[src/design/aho_corasick_word_phrase_matcher_unit_assert.svh]
// Assertion macros for the phrase matcher top level.
// Both macros sample on clk and are disabled while rst_n is low.
`ifndef AHO_CORASICK_WORD_PHRASE_MATCHER_UNIT_ASSERT_SVH
`define AHO_CORASICK_WORD_PHRASE_MATCHER_UNIT_ASSERT_SVH
// same-cycle implication
`define ACWPM_ASSERT_IMP(lbl, ante, cons) \
  lbl: assert property (@(posedge clk) disable iff (!rst_n) (ante) |-> (cons)) \
    else $error("acwpm assertion failed");
// next-cycle implication
`define ACWPM_ASSERT_NXT(lbl, ante, cons) \
  lbl: assert property (@(posedge clk) disable iff (!rst_n) (ante) |=> (cons)) \
    else $error("acwpm assertion failed");
`endif

[src/design/acwpm_pkg.sv]
`timescale 1ns / 1ps
`default_nettype none
// ----------------------------------------------------------------------------
// acwpm_pkg
// Types, table sizes, item codes and helpers of the phrase matcher.
// ----------------------------------------------------------------------------
package acwpm_pkg;

  localparam int NODE_DEPTH           = 4096;
  localparam int TRANSITION_DEPTH     = 8192;
  localparam int OUTPUT_DEPTH         = 8192;
  localparam int PATTERN_DEPTH        = 1024;
  localparam int MAX_PATTERN_LEN      = 256;
  localparam int MAX_OUTPUTS_PER_NODE = 16;
  localparam int RESULT_LIMIT         = 32;
  localparam int TRANS_SCAN_MAX       = 256;
  localparam int HIST_LEN             = MAX_PATTERN_LEN + 1;

  localparam int NODE_AW  = $clog2(NODE_DEPTH);
  localparam int TRANS_AW = $clog2(TRANSITION_DEPTH);
  localparam int OUT_AW   = $clog2(OUTPUT_DEPTH);
  localparam int PAT_AW   = $clog2(PATTERN_DEPTH);
  localparam int HIST_AW  = $clog2(HIST_LEN);
  localparam int STEP_W   = $clog2(NODE_DEPTH + 1);
  localparam int CNT_W    = $clog2(RESULT_LIMIT + 1);

  localparam logic [2:0] MODE_NODE  = 3'd0;
  localparam logic [2:0] MODE_TRANS = 3'd1;
  localparam logic [2:0] MODE_OUT   = 3'd2;
  localparam logic [2:0] MODE_LEN   = 3'd3;
  localparam logic [2:0] MODE_TEXT  = 3'd4;

  localparam logic [7:0] CH_LC_A = 8'h61;
  localparam logic [7:0] CH_LC_Z = 8'h7a;
  localparam logic [7:0] CH_0    = 8'h30;
  localparam logic [7:0] CH_9    = 8'h39;
  localparam logic [7:0] CH_USCR = 8'h5f;

  typedef struct packed {
    logic [2:0]  mode;
    logic [12:0] index;
    logic [11:0] fail_node;
    logic [12:0] trans_start;
    logic [8:0]  trans_count;
    logic [12:0] out_start;
    logic [4:0]  out_count;
    logic [7:0]  byte_value;
    logic [11:0] target_value;
    logic        last_byte;
  } in_item_t;

  typedef struct packed {
    logic [9:0]  pattern_number;
    logic [31:0] match_begin;
    logic [31:0] match_end;
    logic        last_of_run;
  } out_item_t;

  typedef struct packed {
    logic [11:0] fail;
    logic [12:0] tstart;
    logic [8:0]  tcount;
    logic [12:0] ostart;
    logic [4:0]  ocount;
  } node_t;

  typedef struct packed {
    logic [7:0]  key;
    logic [11:0] target;
  } trans_t;

  typedef enum logic [3:0] {
    ST_IDLE, ST_EM_NODE, ST_EM_SCAN, ST_EM_PAT, ST_EM_LEN, ST_EM_HB, ST_EM_HE,
    ST_EM_PUSH, ST_HIST_WR, ST_WK_NODE, ST_WK_SCAN, ST_WK_KEY, ST_UPDATE, ST_FLUSH
  } state_t;

  typedef struct packed {
    logic load;
    logic text_start;
    logic em_final;
    logic node_rd;
    logic node_sel_walk;
    logic k_inc;
    logic out_rd;
    logic len_rd;
    logic hist_rd;
    logic hist_sel;
    logic push;
    logic flush;
    logic hist_wr;
    logic trans_rd;
    logic i_inc;
    logic wk_fail;
    logic wk_root;
    logic nxt_hit;
    logic nxt_zero;
    logic update;
    logic clear;
  } cmd_t;

  typedef struct packed {
    logic pend_valid;
    logic last;
    logic k_done;
    logic a_ok;
    logic pat_ok;
    logic len_ok;
    logic suppress;
    logic need_before;
    logic hist_flag;
    logic newest;
    logic limit;
    logic staged_valid;
    logic out_space;
    logic t_done;
    logic s_zero;
    logic steps_max;
    logic key_hit;
  } sts_t;

  function automatic logic is_word(input logic [7:0] b);
    is_word = (b >= CH_LC_A && b <= CH_LC_Z) || (b >= CH_0 && b <= CH_9) ||
              (b == CH_USCR);
  endfunction

  function automatic logic [NODE_AW-1:0] node_ref(input logic [11:0] v);
    node_ref = (32'(v) < NODE_DEPTH) ? v[NODE_AW-1:0] : '0;
  endfunction

  function automatic logic [31:0] sat32(input logic [32:0] v);
    sat32 = v[32] ? '1 : v[31:0];
  endfunction

endpackage
`default_nettype wire

[src/design/acwpm_ctrl.sv]
`timescale 1ns / 1ps
`default_nettype none
// ----------------------------------------------------------------------------
// acwpm_ctrl
// Sequencer for loads, match scans, failure walk and result flush.
// ----------------------------------------------------------------------------
module acwpm_ctrl (
  input  logic              clk,
  input  logic              rst_n,
  input  logic              in_valid,
  output logic              in_ready,
  input  logic [2:0]        in_mode,
  input  acwpm_pkg::sts_t   sts,
  output acwpm_pkg::cmd_t   cmd
);

  acwpm_pkg::state_t state_r, state_nxt;
  logic              phase_r, phase_nxt;

  always_ff @(posedge clk) begin
    if (!rst_n) begin
      state_r <= acwpm_pkg::ST_IDLE;
      phase_r <= 1'b0;
    end else begin
      state_r <= state_nxt;
      phase_r <= phase_nxt;
    end
  end

  always_comb begin
    state_nxt    = state_r;
    phase_nxt    = phase_r;
    cmd          = '0;
    cmd.em_final = phase_r;
    in_ready     = state_r == acwpm_pkg::ST_IDLE;
    unique case (state_r)
      acwpm_pkg::ST_IDLE: begin
        if (in_valid) begin
          if (in_mode == acwpm_pkg::MODE_TEXT) begin
            cmd.text_start = 1'b1;
            phase_nxt      = 1'b0;
            state_nxt      = sts.pend_valid ? acwpm_pkg::ST_EM_NODE : acwpm_pkg::ST_HIST_WR;
          end else begin
            cmd.load = 1'b1;
          end
        end
      end
      acwpm_pkg::ST_EM_NODE: begin
        cmd.node_rd = 1'b1;
        state_nxt   = acwpm_pkg::ST_EM_SCAN;
      end
      acwpm_pkg::ST_EM_SCAN: begin
        if (sts.k_done) begin
          if (phase_r) begin
            cmd.clear = 1'b1;
            state_nxt = acwpm_pkg::ST_FLUSH;
          end else begin
            state_nxt = acwpm_pkg::ST_HIST_WR;
          end
        end else if (!sts.a_ok) begin
          cmd.k_inc = 1'b1;
        end else begin
          cmd.out_rd = 1'b1;
          state_nxt  = acwpm_pkg::ST_EM_PAT;
        end
      end
      acwpm_pkg::ST_EM_PAT: begin
        if (!sts.pat_ok) begin
          cmd.k_inc = 1'b1;
          state_nxt = acwpm_pkg::ST_EM_SCAN;
        end else begin
          cmd.len_rd = 1'b1;
          state_nxt  = acwpm_pkg::ST_EM_LEN;
        end
      end
      acwpm_pkg::ST_EM_LEN: begin
        if (!sts.len_ok || sts.suppress) begin
          cmd.k_inc = 1'b1;
          state_nxt = acwpm_pkg::ST_EM_SCAN;
        end else if (sts.need_before) begin
          cmd.hist_rd = 1'b1;
          state_nxt   = acwpm_pkg::ST_EM_HB;
        end else begin
          cmd.hist_rd  = 1'b1;
          cmd.hist_sel = 1'b1;
          state_nxt    = acwpm_pkg::ST_EM_HE;
        end
      end
      acwpm_pkg::ST_EM_HB: begin
        // word character right before the match: drop it
        if (sts.hist_flag) begin
          cmd.k_inc = 1'b1;
          state_nxt = acwpm_pkg::ST_EM_SCAN;
        end else begin
          cmd.hist_rd  = 1'b1;
          cmd.hist_sel = 1'b1;
          state_nxt    = acwpm_pkg::ST_EM_HE;
        end
      end
      acwpm_pkg::ST_EM_HE: begin
        if (!sts.hist_flag || !sts.newest || sts.limit) begin
          cmd.k_inc = 1'b1;
          state_nxt = acwpm_pkg::ST_EM_SCAN;
        end else begin
          state_nxt = acwpm_pkg::ST_EM_PUSH;
        end
      end
      acwpm_pkg::ST_EM_PUSH: begin
        // hold until the staged result can move to the output register
        if (!sts.staged_valid || sts.out_space) begin
          cmd.push  = 1'b1;
          cmd.k_inc = 1'b1;
          state_nxt = acwpm_pkg::ST_EM_SCAN;
        end
      end
      acwpm_pkg::ST_HIST_WR: begin
        cmd.hist_wr = 1'b1;
        state_nxt   = acwpm_pkg::ST_WK_NODE;
      end
      acwpm_pkg::ST_WK_NODE: begin
        cmd.node_rd       = 1'b1;
        cmd.node_sel_walk = 1'b1;
        state_nxt         = acwpm_pkg::ST_WK_SCAN;
      end
      acwpm_pkg::ST_WK_SCAN: begin
        cmd.node_sel_walk = 1'b1;
        if (sts.t_done) begin
          if (sts.s_zero) begin
            cmd.nxt_zero = 1'b1;
            state_nxt    = acwpm_pkg::ST_UPDATE;
          end else if (sts.steps_max) begin
            cmd.wk_root = 1'b1;
            state_nxt   = acwpm_pkg::ST_WK_NODE;
          end else begin
            cmd.wk_fail = 1'b1;
            state_nxt   = acwpm_pkg::ST_WK_NODE;
          end
        end else begin
          cmd.trans_rd = 1'b1;
          state_nxt    = acwpm_pkg::ST_WK_KEY;
        end
      end
      acwpm_pkg::ST_WK_KEY: begin
        if (sts.key_hit) begin
          cmd.nxt_hit = 1'b1;
          state_nxt   = acwpm_pkg::ST_UPDATE;
        end else begin
          cmd.i_inc = 1'b1;
          state_nxt = acwpm_pkg::ST_WK_SCAN;
        end
      end
      acwpm_pkg::ST_UPDATE: begin
        cmd.update = 1'b1;
        if (sts.last) begin
          phase_nxt = 1'b1;
          state_nxt = acwpm_pkg::ST_EM_NODE;
        end else begin
          state_nxt = acwpm_pkg::ST_FLUSH;
        end
      end
      acwpm_pkg::ST_FLUSH: begin
        if (!sts.staged_valid) begin
          state_nxt = acwpm_pkg::ST_IDLE;
        end else if (sts.out_space) begin
          cmd.flush = 1'b1;
          state_nxt = acwpm_pkg::ST_IDLE;
        end
      end
      default: begin
        state_nxt = acwpm_pkg::ST_IDLE;
      end
    endcase
  end

endmodule
`default_nettype wire

[config.mk]
export PLATFORM = sky130hd
export DESIGN_NAME = acwpm_ctrl
export DESIGN_NICKNAME = d
export VERILOG_FILES = /design/src/design/aho_corasick_word_phrase_matcher_unit_assert.svh /design/src/design/acwpm_pkg.sv /design/src/design/acwpm_ctrl.sv
export SDC_FILE = /design/constraint.sdc
export NUM_CORES = 1
export LEC_CHECK = 0
export ABC_AREA = 1
export BUFFER_PORTS_ARGS = -buffer_cell sky130_fd_sc_hd__clkbuf_2
export CAP_MARGIN = 20
export CORE_UTILIZATION = 33
export DETAILED_ROUTE_END_ITERATION = 8
export PLACE_DENSITY = 0.76
export SLEW_MARGIN = 15
export SYNTH_ARGS = -nofsm -noshare
export SYNTH_HDL_FRONTEND = slang
export SYNTH_SLANG_ARGS = --single-unit
[constraint.sdc]
create_clock -name clk -period 3.34 [get_ports clk]
set_input_delay 0.334 -clock clk [delete_from_list [all_inputs] [get_ports clk]]
set_output_delay 0.334 -clock clk [all_outputs]
set_load 0.01 [all_outputs]
## Word-level counts from Yosys, hierarchy flattened

Cells that the tools add are included.

- Register bits after elaboration: 5
- Bits of input ports: 23
- Output and inout bits: 22
- Word-level logic and storage cells: 104

- Equality and inequality tests: 20
- Reductions and logical operators: 14
- Multiplexer cells: 68

Operator list:

| operator | count |
|---|---|
| 4-bit case mux with 14 select lines | 1 |
| 1-bit 2-to-1 mux | 38 |
| 4-bit 2-to-1 mux | 9 |
| 4-bit == test, second input constant | 6 |
| 3-bit 2-to-1 mux | 8 |
| 2-bit 2-to-1 mux | 9 |
| 4-bit by 3-bit == test with 1-bit output, second input constant | 4 |
| 4-bit by 2-bit == test with 1-bit output, second input constant | 2 |
| 2-bit inequality test, second input constant | 3 |
| 3-bit inequality test, second input constant | 2 |
| 1-bit case mux with 6 select lines | 1 |
| 5-bit AND reduction | 1 |
| 4-bit by 1-bit == test with 1-bit output, second input constant | 1 |
| 1-bit zero test | 4 |
| 4-bit zero test | 1 |
| 1-bit logical OR | 4 |
| 2-bit case mux with 2 select lines | 1 |
| 4-bit AND reduction | 1 |
| 2-bit OR reduction | 2 |
| 3-bit == test, second input constant | 1 |
| 2-bit by 1-bit inequality test with 1-bit output, second input constant | 1 |
| 1-bit case mux with 2 select lines | 1 |
| 2-bit nonzero test | 1 |

## Logic depth before layout (Yosys ltp)

- Depth after elaboration: 5
- Mapped depth: 10
- Mapped depth without buffers: 10

## Worst setup path after synthesis

No wires, ideal clock.

- Path kind: flip-flop to output port
- Start: register state_r[2]
- End: output port cmd[11] (netlist name)
- Path buffers: 0
- Cell stages (with the launch flop): 7
- Required time: 3.006 ns
- Slack: 1.814 ns
- Arrival time: 1.192 ns
- Cells stage by stage: dfxtp_1 inv_2 nor2_4 nand2_2 inv_2 nand2_2 o31ai_1

RTL lines:

| element | RTL line | source |
|---|---|---|
| from (decl) | acwpm_ctrl.sv:17 | `acwpm_pkg::state_t state_r, state_nxt;` |
| from (signal assigned) | acwpm_ctrl.sv:22 | `state_r <= acwpm_pkg::ST_IDLE;` |
| from (signal assigned) | acwpm_ctrl.sv:25 | `state_r <= state_nxt;` |
| to (decl) | acwpm_ctrl.sv:14 | `output acwpm_pkg::cmd_t cmd` |

==> run_results.csv <==
group,metric,value,unit
synth,synth-async-reset-ratio,0,%
placed_design,dpl.hpwl,1710,um
clock_network,cts_tree,"done",
critical_path,crit_type,"reg -> out",
grt,grtUsageMet3,4.81,%
synth,yosys_warnings,0,
synth,syn_inst,138,
placed_design,gp_congestion,0.888,
worst_hold_path,hold_end,"state_r[2]",
clock_network,clock_latency,240,ps
power,p_leak,0.632,nW
critical_path,rrSetupSlack,1980,ps
finish,layout-drive-gt1-share,34.2,%
clock_network,cts_setup_buffers,0,
clock_network,holdBufCountCts,0,
grt,grt.overflow.total,0,
worst_hold_path,worstHoldPathCells,3,
timing,relSlewSlack,78.2,%
synth,synth_top_cell_area_share,20.3,%
drt,dr.pass1.iters,4,
critical_path,path_max_fanout,6,
drt,drt_iter0_drc,18,
finish,multi_input_area,474,um^2
grt,grt_pass1_wl,3080,um
clock_network,cts_resized,0,
floorplanning,die_h,48.1,um
worst_hold_path,hold_class,"in -> reg",
timing,setup_violations,0,
worst_hold_path,hold_start,"rst_n",
finish,diodes,0,
run_status,status,"finished clean",
floorplanning,fp.dieArea,0.00232,mm^2
finish,final_util,48.8,%
floorplanning,io_pins,45,
synth,synth_top_area_cell,"nand2_1",
floorplanning,die_w,48.1,um
finish,layout.nets,208,
floorplanning,core_area,0.00198,mm^2
grt,grt_pass1_vias,826,
clock_network,path_clk_slew,40,ps
timing,worstMarginPinSlew,326,ps
finish,n_fill_cell,239,
synth,synthDistinctLibCells,18,
clock_network,cts.sinks,5,
drt,vias_per_cell,4.52,
timing,tns,0,ps
grt,grt_max_degree,7,
critical_path,arrival,1540,ps
finish,syn_to_final_growth,37.8,%
critical_path,r2r-end,"state_r[2]",
synth,syn_area,702,um^2
synth,syn_nets,161,
synth,yosys-top-cells-area,"nand2_1 20%, dfxtp_1 14%, inv_1 14%",
finish,regArea,100,um^2
synth,seq_area_frac_synth,14.3,%
clock_network,htree_levels,1,
drt,drc,0,
grt,busiest_layer,"met2",
clock_network,cts_buffers,3,
grt,antenna_found_initial,0,
timing,maxSlewViolCount,0,
timing,fin_skew,1.41,ps
drt,vias,954,
timing,finalHoldViolations,0,
timing,fmax,535,MHz
critical_path,cp-end-kind,"output pin",
floorplanning,start_util,35.4,%
synth,ys_top_cells_by_count,"38 x nand2_1, 26 x inv_1, 19 x nor2_1, 11 x nand3_1, 7 x nor3_1",
synth,syn-mean-instance-area,5.09,um^2
clock_network,clockRootBuffer,"clkbuf_4",
timing,finalCritPeriodShare,56.0,%
floorplanning,rows,16,
critical_path,reg2reg_from,"state_r[0]",
drt,antenna_left,0,
run,maxCapViolations,0,
power,vdd_drop_max,0.000302,V
clock_network,cts.path.max_buffers,2,
grt,grt_use_total,18.8,%
synth,yosys_register_bits,5,
grt,grt_util_met1,22.0,%
power,powerDensity,202,mW/mm^2
critical_path,rr_worst_depth,8,
placed_design,port_buffers,44,
critical_path,required,3010,ps
critical_path,cp-start-kind,"register",
synth,yosysMostFrequentCell,"nand2_1",
synth,ys.flop_type,"dfxtp_1",
grt,grt.met2_usage,35.4,%
timing,rsz0062_at_grt,"no",
synth,synth-edff-count,0,
timing,min_period,1870,ps
drt,wl_per_cell,9.20,um
drt,routed_wl,1940,um
==> worst max-delay path, cell delays in order (launching register included) <==
cell,delay (ps)
dfxtp_1,490
inv_2,90
nor2_4,150
nand2_2,90
inv_2,70
nand2_2,60
o31ai_1,190
clkbuf_2,160
==> cell type report <==
class / instances / area share, %
Clock buffer: 4 / 2.72
Inverter: 30 / 11.6
Multi-Input combinational cell: 101 / 49.0
Sequential cell: 5 / 10.3
Tap cell: 27 / 3.49
Timing Repair Buffer: 44 / 22.8
==> sequential cells by signal (all words and copies together) (netlist names) <==
signal / cells
phase_r: 1
state_r: 4
==> cell families (layout without fill, tap and decap cells) <==
logic type | Yosys count | in the layout | share of synthesized area, %
AOI/OAI and AO/OA | 8 | 8 | 6.42
buffers and inverters | 32 | 78 | 18.2
and+or+nand+nor | 93 | 93 | 61.1
DFF | 5 | 5 | 14.3
==> per-stage QoR <==
step | hold slack, ps | setup WS (ps) | area, um^2 | power, W | instances
2_1_floorplan | 432 | 1810 | 702 | 0.000100 | 138
3_3_place_gp | 476 | 1760 | 941 | 0.000126 | 207
3_5_place_dp | 475 | 1720 | 941 | 0.000127 | 207
4_1_cts | 307 | 1460 | 967 | 0.000198 | 211
5_1_grt | 325 | 1390 | 967 | 0.000210 | 211
6_report | 307 | 1470 | 967 | 0.000195 | 211
==> power breakdown <==
group          internal (W)  switching (W)
clock             0.0000451      0.0000237
combinational     0.0000248      0.0000363
sequential        0.0000618     0.00000321
total              0.000132      0.0000633
==> layout by cell type (no fill, tap or decap), drive strengths merged <==
master	count
inv	30
nor2	26
dfxtp	5
nor3b	1
nand3	11
o31ai	1
a21oi	6
nor3	7
nand4	3
nand3b	1
and2	1
clkbuf	48
nand2	43
a211oi	1
==> routing by layer <==
| metal | vias up | part of all wire, % | wire length (um) |
|---|---|---|---|
| li1 | 516 | - | - |
| met1 | 403 | 48 | 933 |
| met2 | 35 | 46 | 893 |
| met3 | 0 | 5.9 | 114 |
| met4 | 0 | 0 | 0 |
| met5 | - | 0 | 0 |
==> how the worst max path moves through the flow <==
stage          startpoint       to  depth (start not counted)
6_report       state_r[2]  cmd[11]                          7
4_1_cts        state_r[2]  cmd[11]                          7
2_1_floorplan  state_r[2]  cmd[11]                          6
5_1_grt        state_r[2]  cmd[11]                          7
3_3_place_gp   state_r[2]  cmd[11]                          7
3_5_place_dp   state_r[2]  cmd[11]                          7
(Power assumes the default switching activity.)
